### config.mk
export PLATFORM = sky130hd
export DESIGN_NAME = dfa_lexer_token_classifier
export DESIGN_NICKNAME = d
export VERILOG_FILES = /design/src/hw/rtl/dltc_pkg.sv /design/src/hw/rtl/dltc_front.sv /design/src/hw/rtl/dltc_queue.sv /design/src/hw/rtl/dltc_back.sv /design/src/hw/rtl/dfa_lexer_token_classifier.sv
export SDC_FILE = /design/constraint.sdc
export NUM_CORES = 1
export LEC_CHECK = 0
export BUFFER_PORTS_ARGS = -buffer_cell sky130_fd_sc_hd__buf_2
export CORE_MARGIN = 1
export CORE_UTILIZATION = 35
export DETAILED_ROUTE_END_ITERATION = 10
export SYNTH_ARGS = -nofsm -noshare
export SYNTH_HDL_FRONTEND = slang
export SYNTH_SLANG_ARGS = --single-unit
export TNS_END_PERCENT = 50
### constraint.sdc
create_clock -name clk_i -period 6.2 [get_ports clk_i]
set_input_delay 1.24 -clock clk_i [delete_from_list [all_inputs] [get_ports clk_i]]
set_output_delay 1.24 -clock clk_i [all_outputs]
set_load 0.02 [all_outputs]
### src/hw/rtl/dltc_pkg.sv
// ----------------------------------------------------------------------------
// dltc_pkg
// Shared types and constants of the lexer token classifier: token classes,
// DFA state codes, result records and the reserved word table.
// ----------------------------------------------------------------------------
package dltc_pkg;

  localparam int unsigned MAX_LEXEME = 64;
  // The lexeme counter must hold MAX_LEXEME itself.
  localparam int unsigned CNT_W      = $clog2(MAX_LEXEME + 1);
  localparam int unsigned CHAR_W     = 8;
  localparam int unsigned TCLS_W     = 4;
  localparam int unsigned TLEN_W     = 7;

  localparam int unsigned KW_COUNT   = 9;
  localparam int unsigned KW_MAXLEN  = 9;

  // Words are right-aligned: the first character of a word of length L sits
  // at bits [8*L-1 -: 8].
  localparam logic [8*KW_MAXLEN-1:0] KW_TEXT [KW_COUNT] = '{
    72'("se"), 72'("senao"), 72'("inicio"), 72'("fim"), 72'("enquanto"),
    72'("principal"), 72'("inteiro"), 72'("real"), 72'("literal")
  };
  localparam int unsigned KW_LEN [KW_COUNT] = '{2, 5, 6, 3, 8, 9, 7, 4, 7};

  localparam int unsigned QDEPTH     = 4;
  localparam int unsigned QPTR_W     = $clog2(QDEPTH);

  localparam logic [CHAR_W-1:0] CH_SPACE = 8'h20;
  localparam logic [CHAR_W-1:0] CH_TAB   = 8'h09;
  localparam logic [CHAR_W-1:0] CH_LF    = 8'h0A;
  localparam logic [CHAR_W-1:0] CH_NUL   = 8'h00;

  typedef enum logic [TCLS_W-1:0] {
    TC_IDENT    = 4'd0,
    TC_RESERVED = 4'd1,
    TC_REL      = 4'd2,
    TC_ARITH    = 4'd3,
    TC_PUNCT    = 4'd4,
    TC_DELIM    = 4'd5,
    TC_STRING   = 4'd6,
    TC_ASSIGN   = 4'd7,
    TC_INT      = 4'd8,
    TC_REAL     = 4'd9,
    TC_LOGICAL  = 4'd10,
    TC_EQUALS   = 4'd11,
    TC_LINE_END = 4'd12
  } token_class_e;

  typedef enum logic [29:0] {
    S_REJECT      = 30'h0000_0001,
    S_START       = 30'h0000_0002,
    S_IDENT       = 30'h0000_0004,
    S_INT         = 30'h0000_0008,
    S_DOT         = 30'h0000_0010,
    S_STR         = 30'h0000_0020,
    S_LT          = 30'h0000_0040,
    S_GT          = 30'h0000_0080,
    S_BANG        = 30'h0000_0100,
    S_ARITH       = 30'h0000_0200,
    S_PUNCT       = 30'h0000_0400,
    S_DELIM       = 30'h0000_0800,
    S_INT_DOT     = 30'h0000_1000,
    S_DOT_E       = 30'h0000_2000,
    S_DOT_O       = 30'h0000_4000,
    S_DOT_N       = 30'h0000_8000,
    S_STR_QUOTE   = 30'h0001_0000,
    S_LE          = 30'h0002_0000,
    S_ASSIGN      = 30'h0004_0000,
    S_GE          = 30'h0008_0000,
    S_NE          = 30'h0010_0000,
    S_REAL        = 30'h0020_0000,
    S_AND         = 30'h0040_0000,
    S_DOT_NA      = 30'h0080_0000,
    S_DOT_OU      = 30'h0100_0000,
    S_OR          = 30'h0200_0000,
    S_DOT_NAO     = 30'h0400_0000,
    S_NOT         = 30'h0800_0000,
    S_EQ          = 30'h1000_0000,
    S_LINE_END    = 30'h2000_0000
  } dfa_state_e;

  typedef struct packed {
    logic         acc;
    token_class_e cls;
  } class_t;

  typedef struct packed {
    token_class_e      cls;
    logic [TLEN_W-1:0] len;
    logic              err;
  } result_t;

  // What one character leaves behind: one or two results.
  typedef struct packed {
    logic    two;
    result_t r0;
    result_t r1;
  } entry_t;

endpackage

### src/hw/rtl/dltc_front.sv
// ----------------------------------------------------------------------------
// dltc_front
// DFA front end: takes one character per cycle while accept_i is high, advances
// the maximal-munch automaton and the reserved word flags, and writes the
// results of a character, if it has any, as one queue entry.
// ----------------------------------------------------------------------------
module dltc_front import dltc_pkg::*; (
  input  logic              clk_i,
  input  logic              rst_ni,
  input  logic              accept_i,
  input  logic [CHAR_W-1:0] char_code_i,
  input  logic              cfg_valid_i,
  input  logic              cfg_data_i,
  output logic              wr_valid_o,
  output entry_t            wr_entry_o
);

  function automatic logic is_digit(logic [CHAR_W-1:0] c);
    return (c >= "0") && (c <= "9");
  endfunction

  function automatic logic is_letter(logic [CHAR_W-1:0] c);
    return ((c >= "a") && (c <= "z")) || ((c >= "A") && (c <= "Z"));
  endfunction

  function automatic dfa_state_e next_state(dfa_state_e s, logic [CHAR_W-1:0] c);
    dfa_state_e n;
    n = S_REJECT;
    unique case (s) inside
      S_START: begin
        if (is_letter(c)) n = S_IDENT;
        else if (is_digit(c)) n = S_INT;
        else if (c == "," || c == ";") n = S_PUNCT;
        else if (c == "{" || c == "}" || c == "(" || c == ")" || c == "[" || c == "]")
          n = S_DELIM;
        else if (c == "+" || c == "-" || c == "*" || c == "/" || c == "%") n = S_ARITH;
        else if (c == ".") n = S_DOT;
        else if (c == 8'h22) n = S_STR;
        else if (c == "<") n = S_LT;
        else if (c == ">") n = S_GT;
        else if (c == "!") n = S_BANG;
        else if (c == "=") n = S_EQ;
        else if (c == CH_LF || c == CH_NUL) n = S_LINE_END;
      end
      S_IDENT:   if (is_letter(c) || is_digit(c)) n = S_IDENT;
      S_INT: begin
        if (is_digit(c)) n = S_INT;
        else if (c == ".") n = S_INT_DOT;
      end
      S_DOT: begin
        if (c == "e") n = S_DOT_E;
        else if (c == "o") n = S_DOT_O;
        else if (c == "n") n = S_DOT_N;
      end
      S_STR, S_STR_QUOTE: begin
        // A closing quote may be followed by more string text.
        if (c == 8'h22) n = (s == S_STR) ? S_STR_QUOTE : S_STR;
        else if (c != CH_LF && c != CH_NUL) n = S_STR;
      end
      S_LT: begin
        if (c == "=") n = S_LE;
        else if (c == "-") n = S_ASSIGN;
      end
      S_GT:        if (c == "=") n = S_GE;
      S_BANG:      if (c == "=") n = S_NE;
      S_INT_DOT:   if (is_digit(c)) n = S_REAL;
      S_DOT_E:     if (c == ".") n = S_AND;
      S_DOT_O:     if (c == "u") n = S_DOT_OU;
      S_DOT_N:     if (c == "a") n = S_DOT_NA;
      S_REAL:      if (is_digit(c)) n = S_REAL;
      S_DOT_NA:    if (c == "o") n = S_DOT_NAO;
      S_DOT_OU:    if (c == ".") n = S_OR;
      S_DOT_NAO:   if (c == ".") n = S_NOT;
      default:     n = S_REJECT;
    endcase
    return n;
  endfunction

  // Class of the states that accept anything but identifiers.
  function automatic class_t class_of(dfa_state_e s);
    class_t r;
    r = '{acc: 1'b1, cls: TC_IDENT};
    unique case (s) inside
      S_LT, S_GT, S_LE, S_GE, S_NE: r.cls = TC_REL;
      S_ARITH:                      r.cls = TC_ARITH;
      S_DOT, S_PUNCT:               r.cls = TC_PUNCT;
      S_DELIM:                      r.cls = TC_DELIM;
      S_STR_QUOTE:                  r.cls = TC_STRING;
      S_ASSIGN:                     r.cls = TC_ASSIGN;
      S_INT:                        r.cls = TC_INT;
      S_REAL:                       r.cls = TC_REAL;
      S_AND, S_OR, S_NOT:           r.cls = TC_LOGICAL;
      S_EQ:                         r.cls = TC_EQUALS;
      S_LINE_END:                   r.cls = TC_LINE_END;
      default:                      r.acc = 1'b0;
    endcase
    return r;
  endfunction

  function automatic logic [CNT_W-1:0] sat_len(logic [CNT_W:0] n);
    return (n > (CNT_W+1)'(MAX_LEXEME)) ? CNT_W'(MAX_LEXEME) : n[CNT_W-1:0];
  endfunction

  dfa_state_e            state_q, state_d;
  logic [CNT_W-1:0]      count_q, count_d;
  logic [KW_COUNT-1:0]   cand_q, cand_d;
  logic                  halted_q, halted_d;
  logic                  resume_q;

  logic                  step;
  dfa_state_e            ns_first, ns;
  class_t                cur_class;
  logic                  reserved;
  logic                  redo;
  logic [CNT_W-1:0]      base_cnt;
  logic [KW_COUNT-1:0]   base_cand;
  logic [KW_COUNT-1:0]   kw_match;
  logic [CNT_W-1:0]      next_cnt;
  logic                  tail;
  result_t               tok_res, tail_res;

  assign step = accept_i && !halted_q && (char_code_i != CH_SPACE) && (char_code_i != CH_TAB);

  always_comb begin
    reserved = 1'b0;
    for (int i = 0; i < KW_COUNT; i++) begin
      if (cand_q[i] && (count_q == CNT_W'(KW_LEN[i]))) reserved = 1'b1;
    end
  end

  always_comb begin
    cur_class = class_of(state_q);
    if (state_q == S_IDENT) begin
      cur_class.acc = 1'b1;
      cur_class.cls = reserved ? TC_RESERVED : TC_IDENT;
    end
  end

  assign ns_first  = next_state(state_q, char_code_i);
  // The character cannot extend an accepted lexeme: emit it and start over.
  assign redo      = (ns_first == S_REJECT) && cur_class.acc;
  assign base_cnt  = redo ? '0 : count_q;
  assign base_cand = redo ? '1 : cand_q;
  assign ns        = redo ? next_state(S_START, char_code_i) : ns_first;
  assign next_cnt  = sat_len({1'b0, base_cnt} + 1'b1);
  assign tail      = (ns == S_REJECT) || (ns == S_LINE_END);

  // A word stays a candidate while its character at this position matches.
  always_comb begin
    int idx;
    kw_match = '0;
    for (int i = 0; i < KW_COUNT; i++) begin
      idx = 0;
      if (base_cnt < CNT_W'(KW_LEN[i])) begin
        idx = KW_LEN[i] - 1 - int'(base_cnt);
        kw_match[i] = (KW_TEXT[i][8*idx +: 8] == char_code_i);
      end
    end
  end

  always_comb begin
    tok_res.cls  = cur_class.cls;
    tok_res.len  = TLEN_W'(sat_len({1'b0, count_q}));
    tok_res.err  = 1'b0;
    tail_res.cls = (ns == S_REJECT) ? TC_IDENT : TC_LINE_END;
    tail_res.len = TLEN_W'(next_cnt);
    tail_res.err = (ns == S_REJECT);
  end

  always_comb begin
    wr_valid_o = step && (redo || tail);
    wr_entry_o.two = redo && tail;
    wr_entry_o.r0  = redo ? tok_res : tail_res;
    wr_entry_o.r1  = tail_res;
  end

  always_comb begin
    state_d  = state_q;
    count_d  = count_q;
    cand_d   = cand_q;
    halted_d = halted_q;
    if (step) begin
      if (tail) begin
        state_d = S_START;
        count_d = '0;
        cand_d  = '1;
        if ((ns == S_REJECT) && !resume_q) halted_d = 1'b1;
      end else begin
        state_d = ns;
        count_d = next_cnt;
        cand_d  = (ns == S_IDENT) ? (base_cand & kw_match) : base_cand;
      end
    end
  end

  always_ff @(posedge clk_i or negedge rst_ni) begin
    if (!rst_ni) begin
      state_q  <= S_START;
      count_q  <= '0;
      cand_q   <= '1;
      halted_q <= 1'b0;
      resume_q <= 1'b0;
    end else begin
      state_q  <= state_d;
      count_q  <= count_d;
      cand_q   <= cand_d;
      halted_q <= halted_d;
      if (cfg_valid_i) resume_q <= cfg_data_i;
    end
  end

endmodule

### src/hw/rtl/dltc_queue.sv
// ----------------------------------------------------------------------------
// dltc_queue
// Short queue of per-character result entries between the DFA front end and
// the result back end.
// ----------------------------------------------------------------------------
module dltc_queue import dltc_pkg::*; (
  input  logic   clk_i,
  input  logic   rst_ni,
  input  logic   wr_valid_i,
  input  entry_t wr_entry_i,
  input  logic   rd_pop_i,
  output logic   full_o,
  output logic   rd_valid_o,
  output entry_t rd_entry_o
);

  entry_t            mem_q [QDEPTH];
  logic [QPTR_W-1:0] wr_ptr_q, rd_ptr_q;
  logic [QPTR_W:0]   fill_q;
  logic              do_wr, do_rd;

  assign full_o     = (fill_q == (QPTR_W+1)'(QDEPTH));
  assign rd_valid_o = (fill_q != '0);
  assign rd_entry_o = mem_q[rd_ptr_q];
  assign do_wr      = wr_valid_i && !full_o;
  assign do_rd      = rd_pop_i && rd_valid_o;

  always_ff @(posedge clk_i) begin
    if (do_wr) mem_q[wr_ptr_q] <= wr_entry_i;
  end

  always_ff @(posedge clk_i or negedge rst_ni) begin
    if (!rst_ni) begin
      wr_ptr_q <= '0;
      rd_ptr_q <= '0;
      fill_q   <= '0;
    end else begin
      if (do_wr) wr_ptr_q <= wr_ptr_q + 1'b1;
      if (do_rd) rd_ptr_q <= rd_ptr_q + 1'b1;
      if (do_wr && !do_rd) fill_q <= fill_q + 1'b1;
      else if (do_rd && !do_wr) fill_q <= fill_q - 1'b1;
    end
  end

endmodule

### src/hw/rtl/dltc_back.sv
// ----------------------------------------------------------------------------
// dltc_back
// Result back end: holds one queue entry in an output register and hands out
// its one or two results in order, marking the last one of each character.
// ----------------------------------------------------------------------------
module dltc_back import dltc_pkg::*; (
  input  logic              clk_i,
  input  logic              rst_ni,
  input  logic              rd_valid_i,
  input  entry_t            rd_entry_i,
  output logic              rd_pop_o,
  input  logic              pop_i,
  output logic              empty_o,
  output logic [TCLS_W-1:0] token_class_o,
  output logic [TLEN_W-1:0] token_length_o,
  output logic              is_error_o,
  output logic              last_o
);

  entry_t  entry_q;
  logic    valid_q;
  logic    sel_q;
  logic    take, cur_final;
  result_t res;

  assign take      = valid_q && pop_i;
  assign cur_final = !entry_q.two || sel_q;
  assign rd_pop_o  = rd_valid_i && (!valid_q || (take && cur_final));

  assign res            = sel_q ? entry_q.r1 : entry_q.r0;
  assign empty_o        = !valid_q;
  assign token_class_o  = res.cls;
  assign token_length_o = res.len;
  assign is_error_o     = res.err;
  assign last_o         = cur_final;

  always_ff @(posedge clk_i) begin
    if (rd_pop_o) entry_q <= rd_entry_i;
  end

  always_ff @(posedge clk_i or negedge rst_ni) begin
    if (!rst_ni) begin
      valid_q <= 1'b0;
      sel_q   <= 1'b0;
    end else if (rd_pop_o) begin
      valid_q <= 1'b1;
      sel_q   <= 1'b0;
    end else if (take) begin
      if (cur_final) valid_q <= 1'b0;
      else sel_q <= 1'b1;
    end
  end

endmodule

### src/hw/rtl/dfa_lexer_token_classifier.sv
// ----------------------------------------------------------------------------
// dfa_lexer_token_classifier
// Throughput: one character per cycle while full is low; a character with two
// results holds the result port for both in turn, absorbed by a four-entry queue.
// A result passes through the queue and the back end's output register before
// it reaches the result ports. Reset is asynchronous, active low; it restarts the
// DFA and clears halt and resume.
// ----------------------------------------------------------------------------
module dfa_lexer_token_classifier import dltc_pkg::*; (
  input  logic              clk_i,
  input  logic              rst_ni,
  input  logic              push,
  output logic              full,
  input  logic [CHAR_W-1:0] char_code_i,
  input  logic              pop,
  output logic              empty,
  output logic [TCLS_W-1:0] token_class_o,
  output logic [TLEN_W-1:0] token_length_o,
  output logic              is_error_o,
  output logic              last_o,
  input  logic              cfg_valid_i,
  output logic              cfg_ready_o,
  input  logic              cfg_data_i
);

  logic   accept;
  logic   wr_valid;
  entry_t wr_entry;
  logic   rd_valid;
  entry_t rd_entry;
  logic   rd_pop;

  assign accept      = push && !full;
  assign cfg_ready_o = 1'b1;

  dltc_front u_front (
    .clk_i       (clk_i),
    .rst_ni      (rst_ni),
    .accept_i    (accept),
    .char_code_i (char_code_i),
    .cfg_valid_i (cfg_valid_i && cfg_ready_o),
    .cfg_data_i  (cfg_data_i),
    .wr_valid_o  (wr_valid),
    .wr_entry_o  (wr_entry)
  );

  dltc_queue u_queue (
    .clk_i      (clk_i),
    .rst_ni     (rst_ni),
    .wr_valid_i (wr_valid),
    .wr_entry_i (wr_entry),
    .rd_pop_i   (rd_pop),
    .full_o     (full),
    .rd_valid_o (rd_valid),
    .rd_entry_o (rd_entry)
  );

  dltc_back u_back (
    .clk_i          (clk_i),
    .rst_ni         (rst_ni),
    .rd_valid_i     (rd_valid),
    .rd_entry_i     (rd_entry),
    .rd_pop_o       (rd_pop),
    .pop_i          (pop),
    .empty_o        (empty),
    .token_class_o  (token_class_o),
    .token_length_o (token_length_o),
    .is_error_o     (is_error_o),
    .last_o         (last_o)
  );

endmodule

==> summary.md <==
| Metric | Value |
|---|---|
| Gr usage total | 0.2231 |
| Layout Area Growth over Synthesis | 13.09% |
| VDD IR max | ~240 µV |
| IO Port Bufs | 28 |
| P_leak | ~4.4 nW |
| Fmax | roughly 0.17 GHz |
| Pre-antenna DRT Iters | 5 |
| Synth warn | 0 |
| CTS tree | done |
| Worst Path Required | 6560 ps |
| Period utilization | 0.9504 |
| Number of flops mapped to enable cells by yosys | 110 |
| Boundary Pins | 30 |
| Sw Share | 0.2952 |
| Design area | ~0.013 mm² |
| Reg clk slew, reported paths | 90 ps |
| Die width | 183.6 µm |
| Clock power frac | 0.402 |
| Slew Viols, Final | 0 |
| Final Critical Period | 5892 ps |
| Power Internal | roughly 2 mW |
| Initial Util | 0.3555 |
| Sequential-to-total area share from yosys stat | 0.4110 |
| Crit-path cells | or4_1 > nor4_1 > and3_1 > nor2_1 > a31oi_1 > o2111ai_1 > buf_4 > o21ai_4 > inv_1 > buf_4 > ha_1 > nand2b_1 > nand2_1 > or2_2 > mux2_2 > a21oi_2 > mux2i_1 > a311o_1 > a2111o_1 > a211oi_2 |
| WP buf/inv | 3 |
| Syn Nets | 1,229 |
| CTS hold repair buffers | 0 |
| Final setup skew | 17.42 ps |
| WHS | about 460 ps |
| DRC errors left | 0 |
| Die outline area | approximately 0.034 mm² |
| Final setup viols | 0 |
| Post-Route WL | 36,840 µm |
| CP max-delay cell | or4_1 |
| Fill cells | 3,181 |
| Initial antenna violation count | 0 |
| Outcome | finished, final reports clean |
| Pre-CTS setup slack | ~120 ps |
| Fin. Hold Viols | 0 |
| Slew margin rel. | 0.2866 |
| Root Driver | clkbuf_16 |
| Power Density | between 200 and 250 mW/mm² |
| DP Area | 0.01241 mm² |
| Crit start category | register |
| Nets@finish | 1,255 |
| Final WS setup | 307.6 ps |
| Switch Pwr | 0.8372 mW |
| DIE HEIGHT | between 150 and 200 µm |
| #FFs+latches synth | around 170 |
| Drt wl/cell | between 20 and 25 µm |
| Clock buffer depth | 2 |
| Overall Power | 2.836 mW |
| First-pass GRT wire length | around 58,000 µm |
| Vias in the first global route | 9,558 |
| Post_cts resized | 0 |
| CP dominant cell by count | buf_4 |
| Postcts setup bufs | 0 |
| Synthesized area per cell | approximately 9.7 µm² |
| Max incr delay on CP | between 600 and 700 ps |
| Mapped Cells | 1,193 |
| Core Area | 0.03245 mm² |
| Dpl hpwl | 26,060 µm |
| Vias per inst | 6.064 |
| Synth cell types | between 100 and 150 |
| Multi-input combinational cell area | 0.006238 mm² |
| Critical Path Fanout Max | 10 |
| Post-Syn Area | 0.01154 mm² |
| Largest net degree at the start of global routing | 58 |
| Share of flip-flops with an asynchronous set or reset | 0.3413 |
| Post-DRT Antenna Nets | 0 |
| Num rows | 66 |
| Diodes inserted | 0 |
| 1st-iter DRT viols | between 1,000 and 1,500 |
| Max cap viols | 0 |
| Slew of the pin with the lowest slew margin | 1070 ps |
| Logic gate share of total power | 0.141 |
| Crit. End Element | register |
| Share of layout cells above drive strength 1 | 0.1924 |
| Synth Flop Type | edfxtp_1 |
| RSZ-0062 raised after global routing | false |
| CP Data Arrival Time | about 6300 ps |
| Min-delay worst type | register to register |
| Total gr overflow | 0 |
| Crit path max-delay family | simple AND/OR/NAND/NOR gates |
| Sequential Power Share | 0.458 |
| RD Place Congestion | 0.9642 |
| Crit Path Class | register to register |
| Sequential Area | 0.004742 mm² |
| H-tree levels | 4 |
| # clock sinks | 167 |
| Num CTS Buffers | 17 |
| TNS Setup | 0 ps |
| Via count | 10,151 |
| Clk Latency, worst-skew pair | 430 ps |
-- logic make-up after synthesis --
group,synth area share
buffers and inverters,0.04924
and+or+nand+nor,0.2329
xor gates and xnor gates,0.03340
muxes,0.06648
adders and majority gates,0.02451
AOI/OAI and AO/OA,0.1821
other,0.0003250
DFF,0.4110
-- flip-flops by register name (all words and copies together), names as in the netlist, 2 cells and up --
name and flops:
u_back.entry_q 22, u_front.cand_q 9, u_front.count_q 7, u_front.state_q 30, u_queue.fill_q 3, u_queue.mem_q 88
u_queue.rd_ptr_q 2, u_queue.wr_ptr_q 2
-- power by group through the flow --
| stage | logic, mW | clock network, mW | registers [mW] |
|---|---|---|---|
| global placement | 0.402 | 0 | 1.32 |
| CTS | 0.406 | 1.16 | 1.30 |
| global route | 0.438 | 1.21 | 1.31 |
| finish | 0.399 | 1.14 | 1.30 |
| floorplan | 0.320 | 0 | 1.28 |
| detailed placement | 0.406 | 0 | 1.33 |
-- final timing paths --
check	cells after the start	end	start	slack, ps
max	20	u_front.cand_q[6]	u_front.state_q[9]	310
min	2	u_front.halted_q	u_front.halted_q	460
max reg2reg	20	u_front.cand_q[6]	u_front.state_q[9]	310
min reg2reg	2	u_front.halted_q	u_front.halted_q	460
max in group asynchronous	2	u_front.count_q[3]	rst_ni	4630
min in group asynchronous	2	u_front.state_q[5]	rst_ni	990
-- per-layer routing --
| layer | track usage | wire (µm) |
|---|---|---|
| met5 | 0 | 0 |
| met4 | 0.06600 | 835 |
| met3 | 0.03447 | 2941 |
| met2 | 0.3415 | 16350 |
| met1 | 0.3230 | 16710 |
-- worst register-to-register path, stage by stage (launching register included) --
cell,delay [ps]
dfrtp_1,520
or4_1,670
nor4_1,640
and3_1,360
nor2_1,90
a31oi_1,230
o2111ai_1,230
buf_4,270
o21ai_4,150
inv_1,100
buf_4,200
ha_1,270
nand2b_1,130
nand2_1,80
or2_2,320
mux2_2,350
a21oi_2,140
mux2i_1,90
a311o_1,380
a2111o_1,370
a211oi_2,230
-- synth_stat cells, drive strengths merged, types with 6 or more instances --
master   instances  area, µm²
a2111oi          8      102.6
a211oi          14      127.6
a21o             6      45.04
a21oi           49      249.0
a22oi            6      45.04
a31oi           21      137.6
and2            15      93.84
buf             28      150.1
clkbuf          71      267.8
dfrtp           47       1176
dfstp           10      262.8
edfxtp         110       3303
ha              21      262.8
inv             35      131.4
mux2            15      168.9
mux2i            8      80.08
mux4            23      518.0
nand2          123      464.2
nand2b          13      81.33
nand3           32      160.2
nand3b           6      45.04
nand4           26      183.9
nor2            82      315.3
nor2b           10      62.56
nor3            45      230.2
nor3b            9      67.56
nor4            29      284.0
nor4b           13      120.1
o211ai          13      97.59
o21ai           71      366.6
o22ai           15      100.1
o31ai           18      135.1
or2             11      68.82
or3             22      142.6
or4             14      105.1
xnor2           27      236.5
xor2            17      148.9
-- final cells by class --
cell class / instances / area share
sequential: 167 / 0.3634
tap: 442 / 0.04239
inverter: 40 / 0.01151
clock buffer: 17 / 0.03260
multi-input combinational: 887 / 0.4781
timing repair buffer: 106 / 0.05562
clock inverter: 15 / 0.01630
-- metrics by stage --
step	instances	util
2_1_floorplan	1193	-
3_3_place_gp	1642	0.3824
3_5_place_dp	1642	0.3824
4_1_cts	1674	0.4020
5_1_grt	1674	0.4020
6_report	1674	0.4020
-- layout by cell type (no fill, tap or decap), types with 8 or more instances in the layout --
master and instances:
nand2_1 122, edfxtp_1 110, nor2_1 81, buf_4 78
o21ai_0 65, a21oi_1 47, dfrtp_1 47, nor3_1 44
inv_1 33, nand3_1 32, buf_2 28, xnor2_1 27
nand4_1 24, mux4_2 23, or3_1 21, nor4_1 21
ha_1 21, a31oi_1 20, o31ai_1 18, xor2_1 17
clkbuf_16 17, mux2_2 15, or4_1 14, o22ai_1 14
and2_1 14, nand2b_1 13, o211ai_1 13, nor4b_1 12
a211oi_1 11, nor2b_1 10, or2_2 10, dfstp_2 10
nor3b_1 9, mux2i_1 8
No activity file was read; power rests on OpenSTA's default activity.
